File: config.mk
export PLATFORM = sky130hd
export DESIGN_NAME = dual_line_sensor_detector
export DESIGN_NICKNAME = d
export VERILOG_FILES = /design/src/rtl/dlsd_pkg.sv /design/src/rtl/dual_line_sensor_detector.sv /design/src/rtl/dlsd_lane.sv /design/src/rtl/dlsd_merge.sv
export SDC_FILE = /design/constraint.sdc
export NUM_CORES = 1
export LEC_CHECK = 0
export ABC_AREA = 0
export BUFFER_PORTS_ARGS = -buffer_cell sky130_fd_sc_hd__buf_2
export CORE_MARGIN = 1.5
export CORE_UTILIZATION = 60
export CTS_CLUSTER_DIAMETER = 50
export DETAILED_ROUTE_END_ITERATION = 10
export PLACE_DENSITY = 0.79
export SLEW_MARGIN = 20
export SYNTH_ARGS = -nofsm -noshare
export SYNTH_HDL_FRONTEND = slang
export SYNTH_SLANG_ARGS = --single-unit
File: constraint.sdc
create_clock -name clk -period 5.4 [get_ports clk]
set_clock_uncertainty 0.1 [all_clocks]
set_input_delay 0 -clock clk [delete_from_list [all_inputs] [get_ports clk]]
set_output_delay 0 -clock clk [all_outputs]
set_load 0.005 [all_outputs]
File: src/rtl/dlsd_pkg.sv
package dlsd_pkg;

	localparam int WL_W       = 6;
	localparam int THR_W      = 10;
	localparam int RECAL_W    = 16;
	localparam int CFG_IDX_W  = 2;
	localparam int CFG_DATA_W = 16;

	localparam logic [CFG_IDX_W-1:0] REG_WINDOW_LENGTH   = 2'd0;
	localparam logic [CFG_IDX_W-1:0] REG_DELTA_THRESHOLD = 2'd1;
	localparam logic [CFG_IDX_W-1:0] REG_RECAL_INTERVAL  = 2'd2;

	localparam logic [WL_W-1:0]    WINDOW_LENGTH_RST   = 6'd8;
	localparam logic [THR_W-1:0]   DELTA_THRESHOLD_RST = 10'd50;
	localparam logic [RECAL_W-1:0] RECAL_INTERVAL_RST  = 16'd100;

	typedef struct packed {
		logic add;
		logic start;
		logic step;
		logic clear;
	} lane_ctrl_t;

	typedef enum logic [2:0] {
		ST_IDLE = 3'b001,
		ST_DIV  = 3'b010,
		ST_DONE = 3'b100
	} ctrl_state_t;

endpackage

File: src/rtl/dual_line_sensor_detector.sv
// channel  | handshake                    | payload
// sample   | sample_valid / sample_ready  | left_sample, right_sample
// result   | result_valid / result_ready  | left_average, right_average, flags
// config   | cfg_wr_en                    | cfg_index, cfg_wr_data
//
// a request that does not close a window is taken and leaves the sample side open
// a request that closes a window runs the serial divider of each lane at one
// quotient bit per cycle, then the merge
// arst_n clears sums, counts, baselines and config registers to their reset values
// a waiting result holds the next measurement window end, and with it the sample side
module dual_line_sensor_detector import dlsd_pkg::*; #(
	parameter int MAX_WINDOW  = 32,
	parameter int SAMPLE_BITS = 10
) (
	input  logic                   clk,
	input  logic                   arst_n,
	input  logic                   cfg_wr_en,
	input  logic [CFG_IDX_W-1:0]   cfg_index,
	input  logic [CFG_DATA_W-1:0]  cfg_wr_data,
	input  logic                   sample_valid,
	output logic                   sample_ready,
	input  logic [SAMPLE_BITS-1:0] left_sample,
	input  logic [SAMPLE_BITS-1:0] right_sample,
	output logic                   result_valid,
	input  logic                   result_ready,
	output logic [SAMPLE_BITS-1:0] left_average,
	output logic [SAMPLE_BITS-1:0] right_average,
	output logic                   left_on_black,
	output logic                   right_on_black
);

	localparam int IDX_W  = $clog2(MAX_WINDOW + 1);
	localparam int SUM_W  = SAMPLE_BITS + IDX_W;
	localparam int STEP_W = $clog2(SUM_W);
	localparam int WLX_W  = WL_W + 1;

	logic [WL_W-1:0]    window_length_q;
	logic [THR_W-1:0]   delta_threshold_q;
	logic [RECAL_W-1:0] recal_interval_q;

	ctrl_state_t        state_q;
	logic [IDX_W-1:0]   idx_q;
	logic [STEP_W-1:0]  step_q;
	logic [WLX_W-1:0]   wl_ext;
	logic [WLX_W-1:0]   len_ext;
	logic [IDX_W-1:0]   len;
	logic [IDX_W-1:0]   idx_next;
	logic               accept;
	logic               last;
	logic               can_take;
	logic               load;
	lane_ctrl_t         lane_ctrl;
	logic [SAMPLE_BITS-1:0] avg_left;
	logic [SAMPLE_BITS-1:0] avg_right;

	always_ff @(posedge clk or negedge arst_n) begin
		if (!arst_n) begin
			window_length_q   <= WINDOW_LENGTH_RST;
			delta_threshold_q <= DELTA_THRESHOLD_RST;
			recal_interval_q  <= RECAL_INTERVAL_RST;
		end else if (cfg_wr_en) begin
			unique case (cfg_index)
				REG_WINDOW_LENGTH:   window_length_q   <= cfg_wr_data[WL_W-1:0];
				REG_DELTA_THRESHOLD: delta_threshold_q <= cfg_wr_data[THR_W-1:0];
				REG_RECAL_INTERVAL:  recal_interval_q  <= cfg_wr_data[RECAL_W-1:0];
				default: ;
			endcase
		end
	end

	// zero counts as one, anything above the maximum saturates
	assign wl_ext = {1'b0, window_length_q};
	always_comb begin
		priority if (wl_ext == '0) begin
			len_ext = WLX_W'(1);
		end else if (wl_ext > WLX_W'(MAX_WINDOW)) begin
			len_ext = WLX_W'(MAX_WINDOW);
		end else begin
			len_ext = wl_ext;
		end
	end
	assign len = len_ext[IDX_W-1:0];

	assign sample_ready = (state_q == ST_IDLE);
	assign accept       = sample_valid && sample_ready;
	assign idx_next     = idx_q + 1'b1;
	assign last         = (idx_next >= len);
	assign load         = (state_q == ST_DONE) && can_take;

	always_ff @(posedge clk or negedge arst_n) begin
		if (!arst_n) begin
			state_q <= ST_IDLE;
			idx_q   <= '0;
			step_q  <= '0;
		end else begin
			unique case (state_q)
				ST_IDLE: begin
					if (accept) begin
						if (last) begin
							idx_q   <= '0;
							step_q  <= '0;
							state_q <= ST_DIV;
						end else begin
							idx_q <= idx_next;
						end
					end
				end
				ST_DIV: begin
					step_q <= step_q + 1'b1;
					if (step_q == STEP_W'(SUM_W - 1)) begin
						state_q <= ST_DONE;
					end
				end
				ST_DONE: begin
					if (can_take) begin
						state_q <= ST_IDLE;
					end
				end
				default: state_q <= ST_IDLE;
			endcase
		end
	end

	assign lane_ctrl.add   = accept;
	assign lane_ctrl.start = accept && last;
	assign lane_ctrl.step  = (state_q == ST_DIV);
	assign lane_ctrl.clear = load;

	dlsd_lane #(
		.SAMPLE_BITS(SAMPLE_BITS),
		.SUM_W      (SUM_W),
		.IDX_W      (IDX_W)
	) u_lane_left (
		.clk    (clk),
		.arst_n (arst_n),
		.ctrl   (lane_ctrl),
		.sample (left_sample),
		.len    (len),
		.average(avg_left)
	);

	dlsd_lane #(
		.SAMPLE_BITS(SAMPLE_BITS),
		.SUM_W      (SUM_W),
		.IDX_W      (IDX_W)
	) u_lane_right (
		.clk    (clk),
		.arst_n (arst_n),
		.ctrl   (lane_ctrl),
		.sample (right_sample),
		.len    (len),
		.average(avg_right)
	);

	dlsd_merge #(
		.SAMPLE_BITS(SAMPLE_BITS)
	) u_merge (
		.clk           (clk),
		.arst_n        (arst_n),
		.load          (load),
		.avg_left      (avg_left),
		.avg_right     (avg_right),
		.threshold     (delta_threshold_q),
		.recal         (recal_interval_q),
		.can_take      (can_take),
		.result_ready  (result_ready),
		.result_valid  (result_valid),
		.left_average  (left_average),
		.right_average (right_average),
		.left_on_black (left_on_black),
		.right_on_black(right_on_black)
	);

endmodule

File: src/rtl/dlsd_lane.sv
module dlsd_lane import dlsd_pkg::*; #(
	parameter int SAMPLE_BITS = 10,
	parameter int SUM_W       = 16,
	parameter int IDX_W       = 6
) (
	input  logic                   clk,
	input  logic                   arst_n,
	input  lane_ctrl_t             ctrl,
	input  logic [SAMPLE_BITS-1:0] sample,
	input  logic [IDX_W-1:0]       len,
	output logic [SAMPLE_BITS-1:0] average
);

	logic [SUM_W-1:0] acc_q;
	logic [IDX_W-1:0] rem_q;
	logic [IDX_W:0]   trial;
	logic             fits;
	logic [IDX_W:0]   diff;

	// one quotient bit per step, dividend shifts out of the top of the sum
	assign trial = {rem_q, acc_q[SUM_W-1]};
	assign fits  = (trial >= {1'b0, len});
	assign diff  = trial - {1'b0, len};

	always_ff @(posedge clk or negedge arst_n) begin
		if (!arst_n) begin
			acc_q <= '0;
		end else if (ctrl.clear) begin
			acc_q <= '0;
		end else if (ctrl.add) begin
			acc_q <= acc_q + SUM_W'(sample);
		end else if (ctrl.step) begin
			acc_q <= {acc_q[SUM_W-2:0], fits};
		end
	end

	always_ff @(posedge clk) begin
		if (ctrl.start) begin
			rem_q <= '0;
		end else if (ctrl.step) begin
			rem_q <= fits ? diff[IDX_W-1:0] : trial[IDX_W-1:0];
		end
	end

	assign average = acc_q[SAMPLE_BITS-1:0];

endmodule

File: src/rtl/dlsd_merge.sv
module dlsd_merge import dlsd_pkg::*; #(
	parameter int SAMPLE_BITS = 10
) (
	input  logic                   clk,
	input  logic                   arst_n,
	input  logic                   load,
	input  logic [SAMPLE_BITS-1:0] avg_left,
	input  logic [SAMPLE_BITS-1:0] avg_right,
	input  logic [THR_W-1:0]       threshold,
	input  logic [RECAL_W-1:0]     recal,
	output logic                   can_take,
	input  logic                   result_ready,
	output logic                   result_valid,
	output logic [SAMPLE_BITS-1:0] left_average,
	output logic [SAMPLE_BITS-1:0] right_average,
	output logic                   left_on_black,
	output logic                   right_on_black
);

	localparam int CMP_W = ((SAMPLE_BITS > THR_W) ? SAMPLE_BITS : THR_W) + 1;

	logic                   cal_q;
	logic [RECAL_W-1:0]     win_cnt_q;
	logic [SAMPLE_BITS-1:0] base_left_q;
	logic [SAMPLE_BITS-1:0] base_right_q;
	logic                   valid_q;
	logic [SAMPLE_BITS-1:0] avg_left_q;
	logic [SAMPLE_BITS-1:0] avg_right_q;
	logic                   black_left_q;
	logic                   black_right_q;
	logic [RECAL_W-1:0]     win_next;
	logic                   black_left;
	logic                   black_right;

	assign win_next    = win_cnt_q + 1'b1;
	assign black_left  = CMP_W'(avg_left) > (CMP_W'(base_left_q) + CMP_W'(threshold));
	assign black_right = CMP_W'(avg_right) > (CMP_W'(base_right_q) + CMP_W'(threshold));
	assign can_take    = cal_q || !valid_q || result_ready;

	always_ff @(posedge clk or negedge arst_n) begin
		if (!arst_n) begin
			cal_q        <= 1'b1;
			win_cnt_q    <= '0;
			base_left_q  <= '0;
			base_right_q <= '0;
			valid_q      <= 1'b0;
		end else begin
			if (load && !cal_q) begin
				valid_q <= 1'b1;
			end else if (result_ready) begin
				valid_q <= 1'b0;
			end
			if (load) begin
				if (cal_q) begin
					base_left_q  <= avg_left;
					base_right_q <= avg_right;
					win_cnt_q    <= '0;
					cal_q        <= 1'b0;
				end else begin
					win_cnt_q <= win_next;
					if (win_next >= recal) begin
						cal_q <= 1'b1;
					end
				end
			end
		end
	end

	always_ff @(posedge clk) begin
		if (load && !cal_q) begin
			avg_left_q    <= avg_left;
			avg_right_q   <= avg_right;
			black_left_q  <= black_left;
			black_right_q <= black_right;
		end
	end

	assign result_valid   = valid_q;
	assign left_average   = avg_left_q;
	assign right_average  = avg_right_q;
	assign left_on_black  = black_left_q;
	assign right_on_black = black_right_q;

endmodule

* Word-level counts from Yosys, hierarchy flattened
Index checks and enable logic that the tools add are counted.
** Storage, ports and cells
- Bits of input ports :: 43
- Flip-flop bits (word level) :: 149
- Output and inout bits :: 24
- Memory bits (read-only) :: 0
- Memories :: 0
- Latch bits :: 0
- Bits in writable memories :: 0
- Logic and storage cells :: 89
** Operators by class
- Equality and inequality tests :: 10
- Bitwise logic cells :: 0
- Reductions and logical operators :: 20
- Div/mod/pow operators :: 0
- Add/subtract/negate cells :: 9
- Multiplexer cells :: 24
- Shift-type cells :: 0
- Multiply operators :: 0
- Order comparisons :: 7
** Operator list (count)
- $mux 16 :: 7
- $add 16x10->16 :: 2
- $mux 6 :: 5
- $add 10x10->11 :: 2
- $gt 10x11->1 :: 2
- $add 16x1->16 const B :: 1
- $ge 16x16->1 :: 1
- $ge 7x6->1 :: 2
- $mux 3 :: 4
- $sub 6x6->6 :: 2
- $reduce_and 2->1 :: 5
- $pmux 3 s3 :: 1
- $mux 4 :: 2
- $pmux 4 s2 :: 1
- $logic_not 7->1 :: 1
- $add 6x1->6 const B :: 1
- $ge 6x6->1 :: 1
- $gt 6x6->1 const B :: 1
- $ne 2x1->1 const B :: 3
- $add 4x1->4 const B :: 1
- $eq 4x4->1 const B :: 1
- $logic_and 1x1->1 :: 4
- $mux 1 :: 4
- $reduce_and 4->1 :: 1
- other kinds (12) :: 15

* Longest topological paths before layout
Gate-level depths: netlist of the first run.
- Depth after elaboration :: 7
- Gate-level depth with buffers :: 13
- Depth with buffers taken out :: 13

* Cells and area by module
A second synthesis of the first run with hierarchy kept.
** Second synthesis, totals
- Cell total of the unflattened synthesis :: 1050
- Area total of the unflattened synthesis :: 10448.8 µm²
** Modules (own cells, without submodules)
- dlsd_merge :: instances 1, area an instance 4256.6 µm², cells each 398, sequential area each 1612.8 µm²
- dual_line_sensor_detector :: instances 1, area an instance 2108.3 µm², cells each 172, sequential area each 1136.1 µm²
- dlsd_lane at u_lane_right :: instances 1, area an instance 2079.5 µm², cells each 240, sequential area each 520.5 µm²
- dlsd_lane at u_lane_left :: instances 1, area an instance 2004.4 µm², cells each 240, sequential area each 520.5 µm²

* Worst setup path before layout of the first run
OpenSTA, ideal clock, no wires.
- Kind :: flip-flop to flip-flop
- From :: reg delta_threshold_q[0]
- To :: reg u_merge.black_left_q (netlist: u_merge.left_on_black), data pin
- Setup slack :: 1968 ps
- Clock period less this slack :: 3432 ps
- Path buffers :: 0
- Data required time :: 5044 ps
- Stages on the path, launching flop included :: 14
- Data arrival time :: 3076 ps
- Cell sequence :: dfrtp_1 ha_1 fa_1 a21o_1 a21oi_1 a2bb2oi_1 nor2b_1 xor2_1 ha_1 a211o_1 o221ai_1 a21oi_1 or4_1 o211a_1
** On the way
- Longest elaborated chain between the ends :: 2
** RTL lines
- start: declaration :: line dual_line_sensor_detector.sv:38 : logic [THR_W-1:0] delta_threshold_q;
- start signal: assignment :: line dual_line_sensor_detector.sv:64 : REG_DELTA_THRESHOLD: delta_threshold_q <= cfg_wr_data[THR_W-1:0];
- $add 10x10->11 :: line dlsd_merge.sv:36 : assign black_left = CMP_W'(avg_left) > (CMP_W'(base_left_q) + CMP_W'(threshold));
- $gt 10x11->1 :: line dlsd_merge.sv:36
- named net u_merge.black_left :: line dlsd_merge.sv:32 : logic black_left;
- end signal: assignment :: line dlsd_merge.sv:73 : black_left_q <= black_left;
- end: declaration :: line dlsd_merge.sv:29 : logic black_left_q;
The timed path passes the listed nets, and every way through them passes these cells.
A chain may end at the register's enable or synchronous reset.

* Final worst setup path of the first run
Ends and elaborated chain as after synthesis.

==> summary by stage, run 1 <==
STA
The fmax is ~260 MHz. The max-slew violation total from the final report is 0. The final critical path time including I/O delays and setup is about 3.9 ns.

The final clock period utilization by the worst path is 0.719. Setup repair after global routing left no endpoint under its margin. The count of endpoints failing hold in the final timing report is 0. The final setup violation count is 0.

Setup total negative slack on the finished layout was measured at 0 ns. After layout, the worst setup slack is approximately 1.5 ns. The normalized max-slew margin is 0.369. For the pin with the worst max-slew slack, the measured transition is around 0.95 ns.

Clocking
The clock passes through at most 2 buffers. Clock tree synthesis found a total of about 150 sinks. The number of H-tree branching levels is 4. Buffers inserted during clock tree synthesis total 17. After clock tree synthesis, the flow added hold-fix buffers numbering 28.

The worst-skew pair later-pin latency is between 0.4 and 0.5 ns. The buffer count from post-CTS setup fixing is 0. The CTS tree is done. In this run the clock root is driven by a clkbuf_16.

Clock-pin slew was measured on the worst setup and hold paths at roughly 0.070 ns. Post-CTS repair changed the size of 0 cells.

Power and ir drop
The switching power summed over all nets is 1.95 mW. Of the total power, combinational logic draws 0.422. VDD sags by at most 0.338 mV.

The internal power of the cells totals between 2 and 3 mW. The leakage power figure is 4.95 nW. The total power of the final layout is around 4.9 mW. The sequential power share is 0.356. The clock group share of total power is 0.221. The fraction of power spent switching nets is 0.399. For this design the ratio of total power to cell area is about 450 mW/mm2.

Logic synthesis
The post-synthesis compound-gate area fraction is 0.169. By area the synthesized netlist is led by dfrtp_1, ha_1, edfxtp_1. The number of different library cells used by synthesis comes to 71. In the synthesized netlist the dominant register cell turns out to be dfrtp_1. The fraction of synthesized cell area in xor and xnor cells is 0.0498. After synthesis the cells add up to ~0.0095 mm2. Of the synthesized area, sequential elements account for 0.399. The synthesized design spends more area on one cell type than any other, namely dfrtp_1. Of the post-synthesis cell area, the dominant cell type holds 0.279. Yosys printed 0 warnings. In this run the mean area of a mapped cell was approximately 9.9 um2. The cell count after synthesis is ~960. The share of cell area taken by muxes after synthesis is 0.0808. Of the total synthesized cell area, the portion taken by full adders, half adders and majority gates is 0.140. Of the total synthesized cell area, the portion taken by AND, OR, NAND and NOR gates is 0.128. By area, the combinational part of the netlist is dominated by compound AO/OA/AOI/OAI gates. In this run, synthesis inferred 22 flip-flops with an integrated enable. The async set or reset register ratio after synthesis is 0.772. The number of nets produced by synthesis is 1101. After synthesis the netlist holds a flip-flop and latch count of roughly 150.

Critical path
Setup slack on the worst reg-to-reg path comes out at 1.52 ns. Traced cell by cell, the critical path runs through ha_1, fa_1, a21o_1, a21oi_1, a2bb2oi_1, nor2b_1, xor2_1, ha_1, a211o_1, o221ai_1, a21oi_1, or4_1, o211a_1. Of all nets on the critical path, the largest fanout is 3.

The reg-to-reg endpoint is u_merge.left_on_black. The critical path data required time is around 5.5 ns. The biggest cell delay along the critical path is around 0.42 ns.

The worst setup path is captured at a register. The endpoint arrival time on the critical path is slightly below 4 ns. The critical path class is register to register. The worst register-to-register path begins at delta_threshold_q[0]. The depth of the worst register-to-register path is 13.

The cell family with the largest share of critical-path delay is compound AO/OA/AOI/OAI gates. STA classifies the critical path startpoint as a register. Counting both buffers and inverters, the worst setup path holds a total of 0.

The cell with the largest stage delay on the worst path is dfrtp_1.

Place
The count of input and output buffers is 66. The post-placement setup slack is approximately 1.6 ns. The congestion estimate from routability-driven global placement came to around 0.87. The sum of net half-perimeters after detailed placement is ~15000 um.

Outcome
The flow ran to the end, and the final reports show no timing, DRC or antenna violations.

Hold path
The path category of the worst min-delay check is input pin to register. The critical hold path startpoint is left_sample[9]. The cell depth of the worst hold path is 4. The worst hold path terminates at u_lane_left.acc_q[9].

Floorplanning
The die covers 0.0166 mm2. The vertical extent of the die is 129 um. Row generation in the floorplan step produced 45 rows. 67 I/O pins were placed. The die extent in x is 129 um. The core region is approximately 0.015 mm2. The initial utilization of the core area, before any placement, comes to 0.620.

Cells and area
In the final layout, the share of cells above drive strength 1 is 0.164. The layout overhead on the synthesized area is 13.7%. The net count reported at finish is 1186. The antenna cell count is 0. The most common cell after layout, fill and taps aside is dfrtp_1. Leaving out fill and tap cells, the most frequent cells in the layout are dfrtp_1, ha_1, nand2_1, a21oi_1, buf_2. The count of fill cells added during filler insertion is roughly 1200.

GRT
The overall overflow remaining after global route is 0. The overall track demand over capacity in global routing is 0.286. Entering global routing, the biggest net connects between 60 and 70 pins. The via count of the first global-routing pass is ~7600.

The number of antenna violations at the first check in global routing is 0. The first global-routing pass estimated between 30000 and 40000 um of wire.

Drt
The DRC violation total after the first TritonRoute iteration is between 400 and 500. In this run the remaining antenna-violating nets after routing total 0. The routed wirelength normalized by instance count is roughly 18 um. Summing over every cut layer, the via total after detailed routing is roughly 7600. The post-detailed-route via-to-cell ratio is approximately 6. The number of optimization iterations in the first detailed-route pass is 5.

In the routed design, unresolved DRC markers number 0. The total wire length after detailed routing is 22100 um.

Run
The max-cap violation count is 0.
cells in the mapped netlist, types with 7 or more instances:
master	number
dfrtp_1	106
ha_1	97
nand2_1	89
a21oi_1	68
nor2_1	59
mux2_2	53
o21ai_0	52
inv_1	40
xnor2_1	28
xor2_1	26
nand3_1	24
edfxtp_1	22
a21o_1	20
clkbuf_1	17
mux2i_1	17
o21a_1	14
a211oi_1	13
buf_2	13
nand2b_1	13
dfxtp_1	12
or3_1	11
nor2b_1	10
o22ai_1	10
dfstp_2	9
nand4_1	9
a311oi_1	8
nor3_1	8
o21bai_1	8
o31ai_1	8
a31oi_1	7
state kept, by name, summed over array words and instances, names as in the netlist, 3 cells and up:
signal                 flops
delta_threshold_q         10
idx_q                      6
recal_interval_q          16
state_q                    3
step_q                     4
u_lane_left.acc_q         16
u_lane_left.rem_q          6
u_lane_right.acc_q        16
u_lane_right.rem_q         6
u_merge.base_left_q       10
u_merge.base_right_q      10
u_merge.left_average      10
u_merge.right_average     10
u_merge.win_cnt_q         16
window_length_q            6
cell type report:
cell class                      count  area, um2  area share
Multi-Input combinational cell    731       5400       0.500
Sequential cell                   149       3790       0.351
Timing Repair Buffer              100        658      0.0609
Clock buffer                       17        425      0.0394
Tap cell                          211        264      0.0244
Inverter                           41        155      0.0144
Clock inverter                     15        104     0.00962
through the flow:
step                      hold slack [ns]  instances  instance area [um2]   util
after global placement             0.0198       1204                 9990  0.652
after CTS                         0.00317       1264                10800  0.705
final                             0.00645       1264                10800  0.705
after global routing               0.0451       1264                10800  0.705
after detailed placement           0.0241       1204                 9990  0.652
after floorplan                    -0.396        955                 9500      -
cell families after synthesis:
kind of cell | Yosys count
xor+xnor | 54
mux | 70
fa+ha+maj | 103
compound gates | 251
simple gates | 253
flops | 149
buf+inv | 75
power by group through the flow:
stage / clock network (mW) / logic [mW] / registers [mW]
6_report: 1.08 / 2.07 / 1.74
5_1_grt: 1.14 / 2.35 / 1.78
4_1_cts: 1.09 / 2.06 / 1.74
3_3_place_gp: 0 / 1.93 / 1.75
3_5_place_dp: 0 / 2.01 / 1.76
2_1_floorplan: 0 / 1.64 / 1.62
worst min-delay path: stages:
cell	delay (ns)
buf_2	0.08
ha_1	0.21
xnor2_1	0.14
o22ai_1	0.07
worst max path at each step:
stage | start | to | cells after the start
after CTS | delta_threshold_q[0] | u_merge.left_on_black | 13
final | delta_threshold_q[0] | u_merge.left_on_black | 13
after floorplan | delta_threshold_q[0] | u_merge.left_on_black | 13
after detailed placement | delta_threshold_q[0] | u_merge.left_on_black | 13
after global placement | delta_threshold_q[0] | u_merge.left_on_black | 13
after global routing | delta_threshold_q[0] | u_merge.left_on_black | 13
per-layer routing:
layer | GRT usage | vias up | wire length [um]
met5 | 0 | - | 0
met4 | 0.116 | 0 | 584
met3 | 0.0511 | 45 | 1040
met2 | 0.473 | 197 | 10500
met1 | 0.373 | 3727 | 9980
li1 | - | 3674 | -
Note: power is estimated with default switching activity, not from simulation.
==> run 2: changes to the inputs <==
--- a/config.mk
+++ b/config.mk
@@ -8,10 +8,10 @@
 export ABC_AREA = 0
 export BUFFER_PORTS_ARGS = -buffer_cell sky130_fd_sc_hd__buf_2
 export CORE_MARGIN = 1.5
-export CORE_UTILIZATION = 60
+export CORE_UTILIZATION = 56
 export CTS_CLUSTER_DIAMETER = 50
 export DETAILED_ROUTE_END_ITERATION = 10
-export PLACE_DENSITY = 0.79
+export PLACE_DENSITY = 0.78
 export SLEW_MARGIN = 20
 export SYNTH_ARGS = -nofsm -noshare
 export SYNTH_HDL_FRONTEND = slang
==> constraint.sdc (replaced) <==
create_clock -name clk -period 3.3 [get_ports clk]
set_clock_uncertainty 0.1 [all_clocks]
set_input_delay 0 -clock clk [delete_from_list [all_inputs] [get_ports clk]]
set_output_delay 0 -clock clk [all_outputs]
set_load 0.005 [all_outputs]
==> summary by stage, run 2 (same netlist as run 1, synthesis figures left out) <==
Drt
The DRC violation total after the first TritonRoute iteration is 545 (+15%). The count of antenna-violating nets left after detailed routing is 0 (unchanged). The detailed-route DRC error count is 0 (unchanged).

The total wire length after detailed routing is 22600 um (+2.0%). The routed wirelength normalized by instance count is 17.3 um (-1.4%). The total number of vias is 7750 (+1.4%). The post-detailed-route via-to-cell ratio is 5.93 (-2.0%).

The number of optimization iterations in the first detailed-route pass is 5 (unchanged).

Run
The max-cap violation count is 0 (unchanged).

STA
The transition time of the tightest slew-check pin was 0.949 ns (+0.00391 ns). The fmax was 295 MHz (+14%). The final critical path time including I/O delays and setup came to 3.39 ns (-0.490 ns). The final clock period utilization by the worst path is 1.03 (+0.309).

The count of endpoints failing hold in the final timing report is 0 (unchanged). The final setup violation count came to 1 (+1). The normalized max-slew margin was 0.367 (-0.00127). The max-slew violation total from the final report is 0 (unchanged).

Setup repair after global routing could not meet its margin everywhere. The post-route worst setup slack is -0.0930 ns (-1.61 ns).

Place
The weighted congestion reported at the end of routability-driven placement came to 0.849 (-2.1%). The count of input and output buffers is 66 (unchanged). The sum of net half-perimeters after detailed placement came to 15900 um (+4.1%). The cell area after placement is 0.0102 mm2 (+2.0%).

GRT
The largest net degree at the start of global routing is 67 (+9.8%). The overall overflow remaining after global route is 0 (unchanged). The global-route wire length before repair is 37100 um (+0.60%). The number of antenna violations at the first check in global routing is 0 (unchanged). The overall track demand over capacity in global routing is 0.263 (-0.0224). The via count of the first global-routing pass came to 7603 (+0.46%).

Clocking
The number of H-tree branching levels is 4 (unchanged). TritonCTS built the clock tree. The number of CTS-inserted buffers was 17 (unchanged). The number of clock sinks seen by CTS is 149 (unchanged). The root buffer cell is clkbuf_16.

The clock-pin slew of the registers on the worst-case setup and hold paths was 0.06 ns (about the same). The worst-skew pair later-pin latency is 0.42 ns (about the same). The maximum buffer depth of the clock tree was 2 (unchanged).

Hold path
The path category of the worst min-delay check is input pin to register.

Power and ir drop
The power per cell area came to 742 mW/mm2 (+64%). The switching power summed over all nets is 3.19 mW (+63%). The maximum vdd drop came to 0.557 mV (+65%). The fraction of power spent switching nets is 0.385 (-0.0139).

The total power of the final layout is 8.29 mW (+69%). The internal portion of total power is 5.10 mW (+73%). The proportion of power drawn by combinational gates is 0.430 (+0.008). The clock group share of total power is 0.227 (+0.006). The sequential power share is 0.343 (-0.013). The leakage power figure was 5.11 nW (+3.4%).

Outcome
The flow ran to the end, but the final reports show violations. The final reports fail on setup timing.

Cells and area
The top cell types in the final layout, fill and taps aside, are dfrtp_1, ha_1, nand2_1, buf_2, a21oi_1. The antenna cell count is 0 (unchanged). The library cell used most frequently in the layout, excluding fill and tap cells, is dfrtp_1. The share of cells above drive strength 1 came to 0.197 (+0.0324). The end-of-flow core utilization came to 0.674 (-0.0316).

The count of fill cells added during filler insertion is 1284 (+11%). The design area is 0.0112 mm2 (+3.4%). The net count reported at finish is 1221 (+3.0%). The layout overhead on the synthesized area is 17.6%.

Floorplanning
The area of the core came to 0.0166 mm2 (+8.3%). The vertical extent of the die came to 133 um (+3.4%). The site row count is 47 (+4.4%). The top-level port count is 67 (unchanged). The initial core utilization is 0.573 (-0.0474).

The full die area is 0.0177 mm2 (+7.0%). The die extent in x is 133 um (+3.4%).

Critical path
The critical path data required time is 3.38 ns (-2.10 ns). By startpoint and endpoint, the worst setup path is classified as register to register. The endpoint arrival time on the critical path is 3.47 ns (-0.49 ns). The worst setup path is launched from a register. The worst-path maximum fanout is 2 (-1). The worst setup path is captured at a register.
-- run 2: cell types whose count changed in the layout (fill, tap and decap cells not counted), moves of 3 or more --
cell and change:
clkbuf_1 +4, a21oi_2 +4, inv_6 -3, buf_4 +33, clkinv_2 -3, a21oi_1 -4
-- run 2: metrics by stage --
step / setup TNS, ns / setup WS, ns / cells / hold slack [ns]
after floorplan: 0 / 0.0129 / 955 / -0.396
after global placement: -0.0642 / -0.0642 / 1236 / 0.0510
after detailed placement: -0.148 / -0.139 / 1236 / 0.0396
after CTS: -0.0981 / -0.0981 / 1307 / 0.00359
after global routing: -0.296 / -0.251 / 1308 / 0.0153
final: -0.0930 / -0.0930 / 1308 / 0.00666
-- run 2: worst paths after layout --
path | slack, ns | from | cells after the start | endpoint
max in group asynchronous | 2.13 | arst_n | 3 | delta_threshold_q[5]
hold / removal | 0.007 | left_sample[6] | 4 | u_lane_left.acc_q[6]
min in group asynchronous | 0.12 | arst_n | 2 | recal_interval_q[12]
setup reg to reg | -0.09 | delta_threshold_q[0] | 13 | u_merge.left_on_black
hold reg to reg | 0.37 | u_lane_right.rem_q[5] | 2 | u_lane_right.rem_q[5]
setup / recovery | -0.09 | delta_threshold_q[0] | 13 | u_merge.left_on_black
-- run 2: cell type report --
class / count / area, um2 / area share
multi-input cells: 731 / 5460 / 0.489
flip-flops and latches: 149 / 3790 / 0.339
clock inverters: 10 / 106 / 0.00952
inverters: 41 / 155 / 0.0139
clock buffers: 22 / 454 / 0.0407
repair buffers: 135 / 927 / 0.0830
well taps: 220 / 275 / 0.0246
-- run 2: layer usage --
layer / global-route usage / wire [um] / share of wire / vias up
li1: - / - / - / 3741
met1: 0.347 / 10300 / 0.45 / 3787
met2: 0.435 / 10900 / 0.48 / 189
met3: 0.0510 / 866 / 0.038 / 33
met4: 0.0954 / 543 / 0.024 / 0
met5: 0 / 0 / 0 / -
-- run 2: power by group through the flow --
stage,combinational [mW],clock (mW),sequential [mW]
CTS,3.54,1.91,2.82
finish,3.56,1.89,2.84
global route,4.01,1.98,2.89
global placement,3.34,0,2.83
floorplan,2.68,0,2.66
detailed placement,3.45,0,2.85
-- run 2: what timing repair did --
item / CTS / global route
hold endpoints to repair: 102 / 0
resized for setup: 4 / 8
endpoints found under the setup margin: 2 / 2
buffers inserted: 10 / 1
pin swaps: 6 / 11
hold buffers: 29 / 0
-- run 2: critical path: stages (launching register included) --
cell and delay [ns]:
dfrtp_1 0.39, ha_2 0.21, fa_2 0.34, a21o_1 0.18, a21oi_2 0.18, a2bb2oi_2 0.16, nor2b_2 0.16, xor2_1 0.16
ha_1 0.27, a211o_1 0.29, o221ai_2 0.13, a21oi_1 0.06, or4_1 0.41, o211a_1 0.12
==> run 3: changes to the inputs <==
--- a/config.mk
+++ b/config.mk
@@ -6,13 +6,14 @@
 export NUM_CORES = 1
 export LEC_CHECK = 0
 export ABC_AREA = 0
-export BUFFER_PORTS_ARGS = -buffer_cell sky130_fd_sc_hd__buf_2
+export BUFFER_PORTS_ARGS = -buffer_cell sky130_fd_sc_hd__buf_4
 export CORE_MARGIN = 1.5
 export CORE_UTILIZATION = 56
 export CTS_CLUSTER_DIAMETER = 50
 export DETAILED_ROUTE_END_ITERATION = 10
-export PLACE_DENSITY = 0.78
+export PLACE_DENSITY = 0.77
 export SLEW_MARGIN = 20
 export SYNTH_ARGS = -nofsm -noshare
 export SYNTH_HDL_FRONTEND = slang
+export SYNTH_HIERARCHICAL = 1
 export SYNTH_SLANG_ARGS = --single-unit
==> summary by stage, run 3 <==
Outcome
The flow ran to the end, but the final reports show violations. The final reports fail on DRC.

Place
The post-placement setup slack is 0.0316 ns (+0.170 ns). The weighted congestion reported at the end of routability-driven placement is 0.855 (+0.68%). The count of input and output buffers is 66 (unchanged). The sum of net half-perimeters after detailed placement is 16900 um (+6.8%).

GRT
The largest net degree at the start of global routing came to 63 (-6.0%). The global-route wire length before repair is 39700 um (+7.1%). The overall track demand over capacity in global routing is 0.252 (-0.0108). The via count of the first global-routing pass was 8139 (+7.0%). The number of antenna violations at the first check in global routing is 0 (unchanged). The overall overflow remaining after global route is 0 (unchanged).

Floorplanning
The top-level port count is 67 (unchanged). The die extent in x is 140 um (+4.8%). The full die area was 0.0195 mm2 (+9.8%). The site row count is 49 (+4.3%).

The vertical extent of the die is 140 um (+4.8%). The area of the core is 0.0181 mm2 (+9.4%). The initial core utilization is 0.576 (+0.00311).

Clocking
The worst-skew pair later-pin latency is 0.42 ns (about the same). The number of clock sinks seen by CTS came to 149 (unchanged). The root buffer cell is clkbuf_16.

The number of H-tree branching levels is 4 (unchanged). The CTS tree is done. The number of CTS-inserted buffers was 17 (unchanged). The maximum buffer depth of the clock tree was 2 (unchanged). The clock-pin slew of the registers on the worst-case setup and hold paths is 0.06 ns (about the same).

Cells and area
Leaving out fill and tap cells, the most frequent cell in the layout is dfrtp_1. The layout overhead on the synthesized area is 13.9%. The net count reported at finish came to 1274 (+4.3%). The antenna cell count is 0 (unchanged). The share of cells above drive strength 1 is 0.191 (-0.00563).

The end-of-flow core utilization is 0.656 (-0.0179). Leaving out fill and tap cells, the most frequent cells in the layout are dfrtp_1, ha_1, buf_4, inv_1.

Drt
The DRC violation total after the first TritonRoute iteration is 653 (+20%). The number of optimization iterations in the first detailed-route pass is 10 (+5). The detailed-route DRC error count is 7 (+7). The post-detailed-route via-to-cell ratio is 6.04 (+2.0%). The count of antenna-violating nets left after detailed routing was 0 (unchanged).

The total number of vias was 8277 (+6.8%). The total wire length after detailed routing came to 23800 um (+5.4%). The routed wirelength normalized by instance count is 17.4 um (+0.63%).

Power and ir drop
The maximum vdd drop is 0.489 mV (-12%). The power per cell area is 724 mW/mm2 (-2.4%). The switching power summed over all nets is 3.51 mW (+10%). The internal portion of total power is 5.11 mW (+0.17%).

The sequential power share is 0.330 (-0.013). The fraction of power spent switching nets came to 0.407 (+0.0224). The leakage power figure is 5.23 nW (+2.2%). The proportion of power drawn by combinational gates is 0.455 (+0.025). The clock group share of total power came to 0.215 (-0.012).

The total power of the final layout was 8.62 mW (+4.0%).

Critical path
STA classifies the critical path endpoint as a register. The depth of the worst register-to-register path came to 13 (unchanged). The critical path data required time is 3.36 ns (-0.02 ns). The biggest cell delay along the critical path was 0.41 ns (about the same). The critical path class is register to register. The worst-path maximum fanout is 3 (+1). The startpoint of the lowest-slack register-to-register path is delta_threshold_q[0]. The critical path goes through ha_2, fa_2, a211oi_2, nor2_1, o21a_1, o41a_1, xnor2_1, ha_1, a21o_1, a21oi_2, a21oi_1, o211ai_1, a41oi_1. In this run the critical register-to-register path is captured at u_merge/left_on_black. The endpoint arrival time on the critical path is 3.23 ns (-0.24 ns). The slowest stage of the critical path is the dfrtp_1 cell. The reg2reg setup slack is 0.13 ns (+0.22 ns). The kind of start point of the critical path is a register.

Hold path
The critical hold path startpoint is right_sample[5]. The min-delay analysis places its worst path in the category input pin to register. The cell depth of the worst hold path came to 4 (unchanged).

The path with the worst hold slack has its endpoint at u_lane_right/acc_q[5].

Logic synthesis
The number of enable-type register cells in the synthesized netlist was 22 (unchanged). The post-synthesis instance area was 0.0104 mm2 (+10%). The sequential area share after synthesis is 0.363 (-0.0364).

The async set or reset register ratio after synthesis is 0.772 (unchanged). The largest total area in the synthesized netlist belongs to dfrtp_1. The average cell area after synthesis is 9.95 um2 (about the same). The number of warnings issued by yosys is 6 (+6).

The register bit total from synthesis came to 149 (unchanged). By count the netlist is led by dfrtp_1, ha_1, inv_1, a21oi_1, nor2_1. The cell count after synthesis is 1050 (+9.9%). The main flop type after synthesis is dfrtp_1. The share of the synthesized area in the top cell type is 0.254 (-0.0255). By instance count, the leading cell after synthesis is dfrtp_1.

The distinct cell type count after synthesis is 97 (+37%). The number of nets produced by synthesis is 1196 (+8.6%). By area the synthesized netlist is led by dfrtp_1, ha_1, edfxtp_1.

STA
The fmax is 315 MHz (+6.9%). The final clock period utilization by the worst path was 0.962 (-0.0666). The normalized max-slew margin is 0.515 (+0.148).

The post-route worst setup slack is 0.127 ns (+0.220 ns). The max-slew violation total from the final report is 0 (unchanged). The transition time of the tightest slew-check pin was 0.727 ns (-0.222 ns). The final critical path time including I/O delays and setup came to 3.17 ns (-0.220 ns).

The final setup violation count is 0 (-1). The count of endpoints failing hold in the final timing report was 0 (unchanged).

Run
The max-cap violation count was 0 (unchanged).
-- run 3: cell count changes in the layout (fill, tap and decap cells not counted), sizes merged, moves of 7 or more --
cell    before  now
xor2        26   19
inv         40   72
buf        106   84
nor4         5   13
nor3         8   20
or3         11    4
o22ai       10   17
nand2       89   52
a211oi      13   34
a21oi       68   57
nor2b       10   27
-- run 3: power by group through the flow --
stage          Sequential [mW]  Combinational [mW]  Clock, mW
2_1_floorplan             2.57                3.29          0
3_3_place_gp              2.85                3.70          0
3_5_place_dp              2.86                3.80          0
4_1_cts                   2.84                3.87       1.88
5_1_grt                   2.91                4.39       1.97
6_report                  2.85                3.92       1.85
-- run 3: per-layer routing --
layer,wire (um),share of wire,vias up,global-route usage
li1,-,-,4032,-
met1,10800,0.45,4019,0.327
met2,11700,0.49,190,0.427
met3,886,0.037,36,0.0461
met4,478,0.020,0,0.0848
met5,0,0,-,0
-- run 3: timing repair --
action / 4_1_cts / 5_1_grt
hold buffers: 30 / 0
hold endpoints to repair: 98 / 0
pin swaps: 0 / 5
cloned: 0 / 0
gates resized for setup: 1 / 3
setup buffers: 0 / 1
setup endpoints to repair: 1 / 1
-- run 3: cell families (layout without fill, tap and decap cells) --
| group | Yosys count | count (layout) | synth area share |
|---|---|---|---|
| fa+ha+maj | 103 | 103 | 0.128 |
| compound gates | 277 | 277 | 0.187 |
| mux | 69 | 69 | 0.0724 |
| simple gates | 274 | 274 | 0.147 |
| flops | 149 | 149 | 0.363 |
| buf+inv | 125 | 216 | 0.0590 |
| xor+xnor | 53 | 53 | 0.0444 |
-- run 3: final cells by class --
class,instances,area (um2)
Tap cell,229,287
Multi-Input combinational cell,776,6060
Fill cell,1397,6250
Inverter,70,265
Timing Repair Buffer,114,943
Clock inverter,14,129
Sequential cell,149,3790
Clock buffer,18,429
-- run 3: how the worst max path moves through the flow --
stage,start,end,slack [ns]
after floorplan,delta_threshold_q[0],u_merge/left_on_black,0.20
after global placement,delta_threshold_q[0],u_merge/left_on_black,0.08
after detailed placement,delta_threshold_q[0],u_merge/left_on_black,0.03
after CTS,delta_threshold_q[0],u_merge/left_on_black,0.06
after global routing,delta_threshold_q[0],u_merge/left_on_black,-0.02
final,delta_threshold_q[0],u_merge/left_on_black,0.13
-- run 3: critical path, delay by kind of cell (launching register included) --
| kind | cells | cell delay (ns) |
|---|---|---|
| AND/OR/NAND/NOR | 1 | 0.09 |
| XOR/XNOR | 1 | 0.14 |
| AO/OA/AOI/OAI | 8 | 1.26 |
| adder cells (fa/ha/maj) | 3 | 0.92 |
| flip-flops | 1 | 0.41 |
-- run 3: stage by stage --
step | area, um2 | instances | TNS [ns] | hold slack [ns]
after floorplan | 10400 | 1050 | 0 | -0.396
after global placement | 11000 | 1307 | 0 | -0.00355
after detailed placement | 11000 | 1307 | 0 | -0.00115
after CTS | 11900 | 1369 | 0 | 0.00286
after global routing | 11900 | 1370 | -0.0154 | 0.0295
final | 11900 | 1370 | 0 | 0.0265
